### config.mk
export PLATFORM = sky130hd
export DESIGN_NAME = cancellable_priority_task_queue_unit
export DESIGN_NICKNAME = d
export VERILOG_FILES = /design/src/hw/rtl/cptq_pkg.sv /design/src/hw/rtl/cptq_cmp.sv /design/src/hw/rtl/cptq_store.sv /design/src/hw/rtl/cancellable_priority_task_queue_unit.sv
export SDC_FILE = /design/constraint.sdc
export NUM_CORES = 2
export LEC_CHECK = 0
export ABC_CLOCK_PERIOD_IN_PS = 8900
export BUFFER_PORTS_ARGS = -buffer_cell sky130_fd_sc_hd__buf_2
export CORE_MARGIN = 3
export CORE_UTILIZATION = 40
export DETAILED_ROUTE_END_ITERATION = 6
export SYNTH_ARGS = -nofsm -noshare
export SYNTH_HDL_FRONTEND = slang
export SYNTH_SLANG_ARGS = --single-unit
### constraint.sdc
create_clock -name clock -period 8.9 [get_ports clock]
set_clock_uncertainty 0.05 [all_clocks]
set_input_delay 0 -clock clock [delete_from_list [all_inputs] [get_ports clock]]
set_output_delay 0 -clock clock [all_outputs]
set_load 0.05 [all_outputs]
### src/hw/rtl/cptq_pkg.sv
// shared types, codes and field widths of the cancellable priority task queue
package cptq_pkg;

   // field widths of one beat
   localparam int CMD_W      = 3;
   localparam int STATUS_W   = 2;
   localparam int HANDLE_W   = 16;
   localparam int PRIO_W     = 4;
   localparam int TIME_W     = 48;
   localparam int KEY_W      = 32;
   localparam int COUNT_W    = 5;
   localparam int REQ_DATA_W = 104;
   localparam int RSP_DATA_W = 32;

   // command codes on the request side
   localparam logic [CMD_W-1:0] CMD_PUSH   = 3'd0;
   localparam logic [CMD_W-1:0] CMD_POP    = 3'd1;
   localparam logic [CMD_W-1:0] CMD_CANCEL = 3'd2;
   localparam logic [CMD_W-1:0] CMD_STOP   = 3'd3;
   localparam logic [CMD_W-1:0] CMD_DRAIN  = 3'd4;

   // status codes on the response side
   localparam logic [STATUS_W-1:0] ST_ACCEPTED = 2'd0;
   localparam logic [STATUS_W-1:0] ST_REJECTED = 2'd1;
   localparam logic [STATUS_W-1:0] ST_TASK     = 2'd2;
   localparam logic [STATUS_W-1:0] ST_NONE     = 2'd3;

   // capacity register reset value
   localparam logic [COUNT_W-1:0] CAP_RESET = 5'd16;

   // one queue slot as held in the entry memory
   typedef struct packed {
      logic                cancelled;
      logic [HANDLE_W-1:0] handle;
      logic [KEY_W-1:0]    key;
      logic [TIME_W-1:0]   ctime;
      logic [PRIO_W-1:0]   prio;
   } entry_type;

   // compare unit result
   typedef struct packed {
      logic precedes;  // stored entry stays ahead of the new item
      logic key_hit;   // stored key equals the item key
   } cmp_type;

endpackage

### src/hw/rtl/cptq_cmp.sv
// shared compare unit: ordering and key match of one stored entry against the current item
module cptq_cmp (
   input  cptq_pkg::entry_type              entry,
   input  logic [cptq_pkg::PRIO_W-1:0]      item_prio,
   input  logic [cptq_pkg::TIME_W-1:0]      item_time,
   input  logic [cptq_pkg::KEY_W-1:0]       item_key,
   output cptq_pkg::cmp_type                result
);

   logic prio_lt;
   logic prio_eq;
   logic time_le;

   // priority first, then creation time, ties stay in arrival order
   assign prio_lt = entry.prio < item_prio;
   assign prio_eq = entry.prio == item_prio;
   assign time_le = entry.ctime <= item_time;

   assign result.precedes = prio_lt | (prio_eq & time_le);
   assign result.key_hit  = entry.key == item_key;

endmodule

### src/hw/rtl/cptq_store.sv
// entry memory: one write port, one read port with registered read data
module cptq_store #(
   parameter int DEPTH = 16
) (
   input  logic                        clock,
   input  logic                        wr_en,
   input  logic [$clog2(DEPTH)-1:0]    wr_addr,
   input  cptq_pkg::entry_type         wr_data,
   input  logic                        rd_en,
   input  logic [$clog2(DEPTH)-1:0]    rd_addr,
   output cptq_pkg::entry_type         rd_data
);

   cptq_pkg::entry_type mem [DEPTH];
   cptq_pkg::entry_type rd_data_ff;

   // write port
   always_ff @(posedge clock) begin
      if (wr_en) begin
         mem[wr_addr] <= wr_data;
      end
   end

   // read port, data holds until the next read
   always_ff @(posedge clock) begin
      if (rd_en) begin
         rd_data_ff <= mem[rd_addr];
      end
   end

   assign rd_data = rd_data_ff;

endmodule

### src/hw/rtl/cancellable_priority_task_queue_unit.sv
// top level: sequencer, queue state and response register of the task queue
//
//  channel  | direction | tdata                                  | tuser   | tlast
//  ---------+-----------+----------------------------------------+---------+------
//  req_     | in        | handle, priority, created time, key    | command | -
//  rsp_     | out       | handle, cancel count, occupancy, stop  | status  | last
//  csr_     | in        | capacity limit (write only)            | -       | -
//
// Sorted circular memory, one read and one write a cycle. Push moves entries up from the tail
// until the new one fits; pop removes entries from the front up to the first live one; cancel
// reads every occupied slot; drain reads until the last live entry; stop and rejected items
// go straight to the response.
// Reset clears control state only; no clearing pass. A stalled response holds
// the sequencer only where a further beat must be produced.
module cancellable_priority_task_queue_unit #(
   parameter int DEPTH = 16
) (
   input  logic                                clock,
   input  logic                                reset,
   // request beat
   input  logic                                req_tvalid,
   output logic                                req_tready,
   // [15:0] task_handle, [19:16] task_priority, [67:20] created_time,
   // [99:68] source_key, [103:100] zero
   input  logic [cptq_pkg::REQ_DATA_W-1:0]     req_tdata,
   // [2:0] command
   input  logic [cptq_pkg::CMD_W-1:0]          req_tuser,
   // response beat
   output logic                                rsp_tvalid,
   input  logic                                rsp_tready,
   // [15:0] out_handle, [20:16] cancel_count, [25:21] occupancy,
   // [26] is_stopped, [31:27] zero
   output logic [cptq_pkg::RSP_DATA_W-1:0]     rsp_tdata,
   // [1:0] status
   output logic [cptq_pkg::STATUS_W-1:0]       rsp_tuser,
   output logic                                rsp_tlast,
   // capacity register
   input  logic                                csr_wr_en,
   input  logic [cptq_pkg::COUNT_W-1:0]        csr_wr_data
);

   localparam int IDX_W = $clog2(DEPTH);
   localparam int CNT_W = $clog2(DEPTH + 1);
   localparam int SUM_W = CNT_W + 1;

   typedef enum logic [3:0] {
      S_IDLE,
      S_PUSH_RD,
      S_PUSH_CMP,
      S_POP_RD,
      S_POP_CHK,
      S_CAN_RD,
      S_CAN_CHK,
      S_DRN_RD,
      S_DRN_CHK,
      S_EMIT
   } state_type;

   state_type state_ff, state_in;

   // queue state
   logic [IDX_W-1:0] head_ff, head_in;
   logic [CNT_W-1:0] fill_ff, fill_in;
   logic [CNT_W-1:0] live_ff, live_in;
   logic             stop_ff, stop_in;
   logic [cptq_pkg::COUNT_W-1:0] cap_ff, cap_in;

   // sequencer counters
   logic [CNT_W-1:0] pos_ff, pos_in;
   logic [CNT_W-1:0] count_ff, count_in;

   // current item
   logic [cptq_pkg::HANDLE_W-1:0] itm_handle_ff, itm_handle_in;
   logic [cptq_pkg::PRIO_W-1:0]   itm_prio_ff, itm_prio_in;
   logic [cptq_pkg::TIME_W-1:0]   itm_time_ff, itm_time_in;
   logic [cptq_pkg::KEY_W-1:0]    itm_key_ff, itm_key_in;

   // pending result of a single-beat command
   logic [cptq_pkg::STATUS_W-1:0] res_status_ff, res_status_in;
   logic [cptq_pkg::HANDLE_W-1:0] res_handle_ff, res_handle_in;
   logic [cptq_pkg::COUNT_W-1:0]  res_count_ff, res_count_in;

   // response register
   logic                          rsp_valid_ff, rsp_valid_in;
   logic [cptq_pkg::STATUS_W-1:0] rsp_status_ff, rsp_status_in;
   logic [cptq_pkg::HANDLE_W-1:0] rsp_handle_ff, rsp_handle_in;
   logic [cptq_pkg::COUNT_W-1:0]  rsp_count_ff, rsp_count_in;
   logic [cptq_pkg::COUNT_W-1:0]  rsp_occ_ff, rsp_occ_in;
   logic                          rsp_stop_ff, rsp_stop_in;
   logic                          rsp_last_ff, rsp_last_in;

   // memory and compare unit hookup
   logic                 mem_wr_en;
   logic [IDX_W-1:0]     mem_wr_addr;
   cptq_pkg::entry_type  mem_wr_data;
   logic                 mem_rd_en;
   logic [IDX_W-1:0]     mem_rd_addr;
   cptq_pkg::entry_type  mem_rd_data;
   cptq_pkg::entry_type  new_entry;
   cptq_pkg::cmp_type    cmp;

   logic [CNT_W-1:0] rd_pos;
   logic [SUM_W-1:0] rd_sum;
   logic [SUM_W-1:0] rd_phys;
   logic [SUM_W-1:0] wr_sum;
   logic [SUM_W-1:0] wr_phys;
   logic [IDX_W-1:0] head_next;
   logic [31:0]      fill_w32;
   logic [31:0]      count_w32;
   logic [31:0]      cap_w32;
   logic             full;
   logic             rsp_free;
   logic             req_beat;

   // request field unpacking
   assign itm_handle_in = (req_beat) ? req_tdata[15:0]  : itm_handle_ff;
   assign itm_prio_in   = (req_beat) ? req_tdata[19:16] : itm_prio_ff;
   assign itm_time_in   = (req_beat) ? req_tdata[67:20] : itm_time_ff;
   assign itm_key_in    = (req_beat) ? req_tdata[99:68] : itm_key_ff;

   assign req_tready = state_ff == S_IDLE;
   assign req_beat   = req_tvalid & req_tready;
   assign rsp_free   = ~rsp_valid_ff | rsp_tready;

   // logical queue position to memory address, wrapping at the depth
   assign rd_pos  = (state_ff == S_PUSH_RD) ? pos_ff - CNT_W'(1) : pos_ff;
   assign rd_sum  = SUM_W'(head_ff) + SUM_W'(rd_pos);
   assign rd_phys = (rd_sum >= SUM_W'(DEPTH)) ? rd_sum - SUM_W'(DEPTH) : rd_sum;
   assign wr_sum  = SUM_W'(head_ff) + SUM_W'(pos_ff);
   assign wr_phys = (wr_sum >= SUM_W'(DEPTH)) ? wr_sum - SUM_W'(DEPTH) : wr_sum;
   assign mem_rd_addr = rd_phys[IDX_W-1:0];
   assign mem_wr_addr = wr_phys[IDX_W-1:0];
   assign head_next   = (head_ff == IDX_W'(DEPTH - 1)) ? '0 : head_ff + IDX_W'(1);

   // capacity above the depth acts as the depth
   assign fill_w32  = 32'(fill_ff);
   assign count_w32 = 32'(count_ff);
   assign cap_w32   = (32'(cap_ff) < 32'(DEPTH)) ? 32'(cap_ff) : 32'(DEPTH);
   assign full      = fill_w32 >= cap_w32;

   assign new_entry.cancelled = 1'b0;
   assign new_entry.handle    = itm_handle_ff;
   assign new_entry.key       = itm_key_ff;
   assign new_entry.ctime     = itm_time_ff;
   assign new_entry.prio      = itm_prio_ff;

   cptq_cmp u_cmp (
      .entry     (mem_rd_data),
      .item_prio (itm_prio_ff),
      .item_time (itm_time_ff),
      .item_key  (itm_key_ff),
      .result    (cmp)
   );

   cptq_store #(
      .DEPTH (DEPTH)
   ) u_store (
      .clock   (clock),
      .wr_en   (mem_wr_en),
      .wr_addr (mem_wr_addr),
      .wr_data (mem_wr_data),
      .rd_en   (mem_rd_en),
      .rd_addr (mem_rd_addr),
      .rd_data (mem_rd_data)
   );

   // sequencer next state
   always_comb begin
      state_in      = state_ff;
      head_in       = head_ff;
      fill_in       = fill_ff;
      live_in       = live_ff;
      stop_in       = stop_ff;
      cap_in        = (csr_wr_en) ? csr_wr_data : cap_ff;
      pos_in        = pos_ff;
      count_in      = count_ff;
      res_status_in = res_status_ff;
      res_handle_in = res_handle_ff;
      res_count_in  = res_count_ff;
      rsp_valid_in  = rsp_valid_ff & ~rsp_tready;
      rsp_status_in = rsp_status_ff;
      rsp_handle_in = rsp_handle_ff;
      rsp_count_in  = rsp_count_ff;
      rsp_occ_in    = rsp_occ_ff;
      rsp_stop_in   = rsp_stop_ff;
      rsp_last_in   = rsp_last_ff;
      mem_wr_en     = 1'b0;
      mem_wr_data   = new_entry;
      mem_rd_en     = 1'b0;

      case (state_ff)
         // take one item and dispatch on its command
         S_IDLE: begin
            if (req_beat) begin
               res_handle_in = '0;
               res_count_in  = '0;
               pos_in        = '0;
               count_in      = '0;
               state_in      = S_EMIT;
               case (req_tuser)
                  cptq_pkg::CMD_PUSH: begin
                     if (stop_ff || full) begin
                        res_status_in = cptq_pkg::ST_REJECTED;
                     end else begin
                        pos_in   = fill_ff;
                        state_in = S_PUSH_RD;
                     end
                  end
                  cptq_pkg::CMD_POP: begin
                     state_in = S_POP_RD;
                  end
                  cptq_pkg::CMD_CANCEL: begin
                     state_in = S_CAN_RD;
                  end
                  cptq_pkg::CMD_STOP: begin
                     stop_in       = 1'b1;
                     res_status_in = cptq_pkg::ST_ACCEPTED;
                  end
                  cptq_pkg::CMD_DRAIN: begin
                     fill_in = '0;
                     if (live_ff == '0) begin
                        res_status_in = cptq_pkg::ST_NONE;
                     end else begin
                        state_in = S_DRN_RD;
                     end
                  end
                  default: begin
                     res_status_in = cptq_pkg::ST_REJECTED;
                  end
               endcase
            end
         end

         // walk down from the tail, opening a gap for the new entry
         S_PUSH_RD: begin
            if (pos_ff == '0) begin
               mem_wr_en     = 1'b1;
               mem_wr_data   = new_entry;
               fill_in       = fill_ff + CNT_W'(1);
               live_in       = live_ff + CNT_W'(1);
               res_status_in = cptq_pkg::ST_ACCEPTED;
               state_in      = S_EMIT;
            end else begin
               mem_rd_en = 1'b1;
               state_in  = S_PUSH_CMP;
            end
         end

         S_PUSH_CMP: begin
            mem_wr_en = 1'b1;
            if (cmp.precedes) begin
               mem_wr_data   = new_entry;
               fill_in       = fill_ff + CNT_W'(1);
               live_in       = live_ff + CNT_W'(1);
               res_status_in = cptq_pkg::ST_ACCEPTED;
               state_in      = S_EMIT;
            end else begin
               mem_wr_data = mem_rd_data;
               pos_in      = pos_ff - CNT_W'(1);
               state_in    = S_PUSH_RD;
            end
         end

         // remove from the front until a live entry comes out or the queue is empty
         S_POP_RD: begin
            if (fill_ff == '0) begin
               res_status_in = cptq_pkg::ST_NONE;
               state_in      = S_EMIT;
            end else begin
               mem_rd_en = 1'b1;
               state_in  = S_POP_CHK;
            end
         end

         S_POP_CHK: begin
            head_in = head_next;
            fill_in = fill_ff - CNT_W'(1);
            if (!mem_rd_data.cancelled) begin
               live_in       = live_ff - CNT_W'(1);
               res_status_in = cptq_pkg::ST_TASK;
               res_handle_in = mem_rd_data.handle;
               state_in      = S_EMIT;
            end else begin
               state_in = S_POP_RD;
            end
         end

         // mark every live entry with the key
         S_CAN_RD: begin
            if (pos_ff == fill_ff) begin
               live_in       = live_ff - count_ff;
               res_status_in = cptq_pkg::ST_ACCEPTED;
               res_count_in  = count_w32[cptq_pkg::COUNT_W-1:0];
               state_in      = S_EMIT;
            end else begin
               mem_rd_en = 1'b1;
               state_in  = S_CAN_CHK;
            end
         end

         S_CAN_CHK: begin
            mem_wr_data           = mem_rd_data;
            mem_wr_data.cancelled = 1'b1;
            if (cmp.key_hit && !mem_rd_data.cancelled) begin
               mem_wr_en = 1'b1;
               count_in  = count_ff + CNT_W'(1);
            end
            pos_in   = pos_ff + CNT_W'(1);
            state_in = S_CAN_RD;
         end

         // hand out live entries one beat each, stop after the last live one
         S_DRN_RD: begin
            mem_rd_en = 1'b1;
            state_in  = S_DRN_CHK;
         end

         S_DRN_CHK: begin
            if (mem_rd_data.cancelled) begin
               pos_in   = pos_ff + CNT_W'(1);
               state_in = S_DRN_RD;
            end else if (rsp_free) begin
               rsp_valid_in  = 1'b1;
               rsp_status_in = cptq_pkg::ST_TASK;
               rsp_handle_in = mem_rd_data.handle;
               rsp_count_in  = '0;
               rsp_occ_in    = fill_w32[cptq_pkg::COUNT_W-1:0];
               rsp_stop_in   = stop_ff;
               rsp_last_in   = (count_ff + CNT_W'(1)) == live_ff;
               count_in      = count_ff + CNT_W'(1);
               pos_in        = pos_ff + CNT_W'(1);
               if ((count_ff + CNT_W'(1)) == live_ff) begin
                  live_in  = '0;
                  head_in  = '0;
                  state_in = S_IDLE;
               end else begin
                  state_in = S_DRN_RD;
               end
            end
         end

         // load the single response beat of the item
         S_EMIT: begin
            if (rsp_free) begin
               rsp_valid_in  = 1'b1;
               rsp_status_in = res_status_ff;
               rsp_handle_in = res_handle_ff;
               rsp_count_in  = res_count_ff;
               rsp_occ_in    = fill_w32[cptq_pkg::COUNT_W-1:0];
               rsp_stop_in   = stop_ff;
               rsp_last_in   = 1'b1;
               state_in      = S_IDLE;
            end
         end

         default: begin
            state_in = S_IDLE;
         end
      endcase
   end

   // state and registered outputs
   always_ff @(posedge clock) begin
      if (reset) begin
         state_ff     <= S_IDLE;
         head_ff      <= '0;
         fill_ff      <= '0;
         live_ff      <= '0;
         stop_ff      <= 1'b0;
         cap_ff       <= cptq_pkg::CAP_RESET;
         pos_ff       <= '0;
         count_ff     <= '0;
         rsp_valid_ff <= 1'b0;
      end else begin
         state_ff     <= state_in;
         head_ff      <= head_in;
         fill_ff      <= fill_in;
         live_ff      <= live_in;
         stop_ff      <= stop_in;
         cap_ff       <= cap_in;
         pos_ff       <= pos_in;
         count_ff     <= count_in;
         rsp_valid_ff <= rsp_valid_in;
      end
      itm_handle_ff <= itm_handle_in;
      itm_prio_ff   <= itm_prio_in;
      itm_time_ff   <= itm_time_in;
      itm_key_ff    <= itm_key_in;
      res_status_ff <= res_status_in;
      res_handle_ff <= res_handle_in;
      res_count_ff  <= res_count_in;
      rsp_status_ff <= rsp_status_in;
      rsp_handle_ff <= rsp_handle_in;
      rsp_count_ff  <= rsp_count_in;
      rsp_occ_ff    <= rsp_occ_in;
      rsp_stop_ff   <= rsp_stop_in;
      rsp_last_ff   <= rsp_last_in;
   end

   // response packing
   assign rsp_tvalid = rsp_valid_ff;
   assign rsp_tuser  = rsp_status_ff;
   assign rsp_tlast  = rsp_last_ff;
   assign rsp_tdata  = {5'b0, rsp_stop_ff, rsp_occ_ff, rsp_count_ff, rsp_handle_ff};

endmodule

==> results.ini <==
[timing]
min_period_over_period_pct = 68.76
hold_viol_final = 0
setup_violations = 0
setup_ws_ps = 2780
slew_violations = 0
tightest_slew_ps = 1421
tns_ps = 0
grt_setup_unrepaired = false
fmax_ghz = 0.1634
fin_crit_ps = 6120
slew_headroom_pct = 4.516

[grt]
antenna_found_initial = 8
track_usage_pct = 18.60
grt_max_degree = 138
grt_pass1_wl_um = 263900
grt_pass1_vias = 38760
grt-ovfl-total = 0

[setup_path]
crit_family = simple AND/OR/NAND/NOR gates
r2r-start = itm_key_ff[5]
cp-start-kind = flop
critPathBufInv = 1
worstSetupPathType = flop to flop
crit_chain = xor2_1 > nor4_2 > nand4b_1 > nor3_1 > nor2_1 > nor2b_1 > nand2_1 > nor2_4 > buf_4
crit_required_ps = 9300
reg2regPathDepth = 9
cpPeakStageDelay_ps = 1250
critPathMaxFanout = 30
critPathCaptureType = flop
cp.arrival_ps = 6520
timing.rr.end = u_store.mem[3][6]
r2r_slack_ps = 2780
slowest_stage = nor3_1

[final_layout]
fill_cells = 15610
area_growth_pct = 16.09
final_common_cell = edfxtp_1
final_cell_mix = 1870 x edfxtp_1, 470 x nand2_1, 404 x mux4_2
fin_nets = 4518
final_layout_size_suffix_gt1_share_pct = 22.81

[drt]
drt_iter0_drc = 3170
ant_nets = 0
vias = 38250
wl_um = 179600
wl_per_cell_um = 25.78
drc = 0
drt-pass1-iter-count = 5
vias_per_cell = 5.492

[power_and_ir_drop]
swShare_pct = 32.90
p_leak_nw = 28.79
max-vdd-ir-drop_uv = 496.9
p_seq_share_pct = 39.8
pwr_density_cell_nw_per_um2 = 360.1
p_int_w = 0.02121
power_switching_w = 0.01040
combPwrFrac_pct = 36.3
pwr-share-clk_pct = 23.9

[logic_synthesis]
synth_ff_type = edfxtp_1
yosysTopAreaCell = edfxtp_1
async_flop_share_pct = 0
avgSynthCellArea_um2 = 19.49
ys_seq_area_share_pct = 75.18
synth_area_um2 = 75620
synth.area.top_cells = edfxtp_1 74%, mux4_2 12%, nand2_1 2.3%
synth_warnings = 0
synth_edf_count = 1870
synth_top_area_share_pct = 74.26
syn_inst = 3880
ys_ff_latch = 1905
synth.distinct_cells = 69

[clock_network]
post_cts_resized = 0
clk_latency_ps = 830
clockRootBuffer = clkbuf_16
cts_setup_buffers = 0
htreeDepth = 4
numCtsBuffers = 192
cts_tree = yes
clk_pin_slew_ps = 60
clk_path_buf_depth = 3
cts.sinks = 1905

[worst_hold_path]
min_to = state_ff[0]
hp-class = input port to flop
holdCritStartpoint = rsp_tready
hold_depth = 5

[floorplanning]
dieArea_um2 = 194300
die_w_um = 440.8
die_y_um = 440.8
coreArea_um2 = 186600
placementRows = 158
start_util_pct = 40.52
io-pin-count = 154

[outcome]
outcome = finished clean

[placement]
io_buffers = 144
place_congestion = 0.7690
dp_hpwl_um = 85470
place_ws_ps = 2568

[job]
drv_cap = 0

-- cell families after synthesis --
| family | synth area share [%] |
|---|---|
| muxes | 14.36 |
| adders and majority gates | 1.347 |
| DFF | 75.18 |
| other | 0.004959 |
| buffers and inverters | 1.511 |
| xor gates and xnor gates | 0.7181 |
| AOI/OAI and AO/OA | 2.154 |
| and+or+nand+nor | 4.720 |
-- worst register-to-register path: cells and delay by family, from the launching register on --
family                 cells  cell delay (ps)
flip-flops                 1              500
XOR/XNOR                   1              220
AND/OR/NAND/NOR            7             4250
buffers and inverters      1              710
-- per-layer routing --
metal | wire [µm] | share of wire (%) | global-route usage [%] | vias up
met5 | 13 | 0.0072 | 0 | -
met4 | 3642 | 2.0 | 4.626 | 2
met3 | 10480 | 5.8 | 3.071 | 235
met2 | 87480 | 49 | 30.33 | 1101
met1 | 77950 | 43 | 26.19 | 20450
li1 | - | - | - | 16470
-- state kept, by name, summed over array words and instances (netlist names), 16 cells and up --
register	count
res_handle_ff	16
rsp_handle_ff	16
itm_key_ff	32
itm_handle_ff	16
u_store.rd_data	101
itm_time_ff	48
u_store.mem	1616
-- area by class of cell --
cell class | instances | area, µm² | area share [%]
sequential | 1905 | 56850 | 64.76
clock buffer | 247 | 5117 | 5.829
clock inverter | 106 | 743.2 | 0.8466
inverter | 67 | 256.5 | 0.2922
timing repair buffer | 440 | 3829 | 4.361
multi-input combinational | 1716 | 17870 | 20.36
tap | 2480 | 3103 | 3.535
antenna | 4 | 10.01 | 0.01140
-- cells in the mapped netlist, drive strengths merged, types with 19 or more instances --
cell type     n
a21oi        51
a31oi       107
and2         33
and3        105
buf          74
clkbuf      122
dfxtp        35
edfxtp     1870
ha           75
inv          67
mux2        120
mux4        404
nand2       470
nor2         69
o21ai        39
xnor2        19
xor2         43
-- metrics by stage --
stage | util, % | instance area [µm²] | hold slack, ps | total power, W | std cells
final | 47.04 | 87790 | 170.3 | 0.03161 | 6965
after global routing | 47.04 | 87780 | 154.6 | 0.03332 | 6962
after CTS | 47.03 | 87770 | 84.80 | 0.03203 | 6960
after detailed placement | 42.64 | 79570 | 128.2 | 0.02432 | 6373
after global placement | 42.64 | 79570 | 126.8 | 0.02421 | 6373
after floorplan | - | 75660 | 48.87 | 0.02107 | 3884
-- power by group through the flow --
stage	Combinational (W)	Sequential, W	Clock (W)
finish	0.0115	0.0126	0.00757
global route	0.0125	0.0127	0.00812
CTS	0.0117	0.0126	0.00775
detailed placement	0.0116	0.0128	0
global placement	0.0115	0.0127	0
floorplan	0.00836	0.0127	0
-- timing repair --
item | in CTS | in global routing
hold endpoints to repair | 166 | 0
hold buffers | 234 | 0
setup endpoints to repair | 0 | 0
-- worst max-delay path by stage --
stage | from | end | slack (ps) | cells past startpoint
5_1_grt | itm_key_ff[5] | u_store.mem[3][8] | 2380 | 9
6_report | itm_key_ff[5] | u_store.mem[3][6] | 2780 | 9
3_3_place_gp | itm_key_ff[5] | u_store.mem[3][8] | 2480 | 9
4_1_cts | itm_key_ff[5] | u_store.mem[3][6] | 2540 | 9
2_1_floorplan | state_ff[0] | u_store.mem[6][0] | 2520 | 9
3_5_place_dp | itm_key_ff[5] | u_store.mem[3][8] | 2570 | 9
No activity file was read; power rests on OpenSTA's default activity.
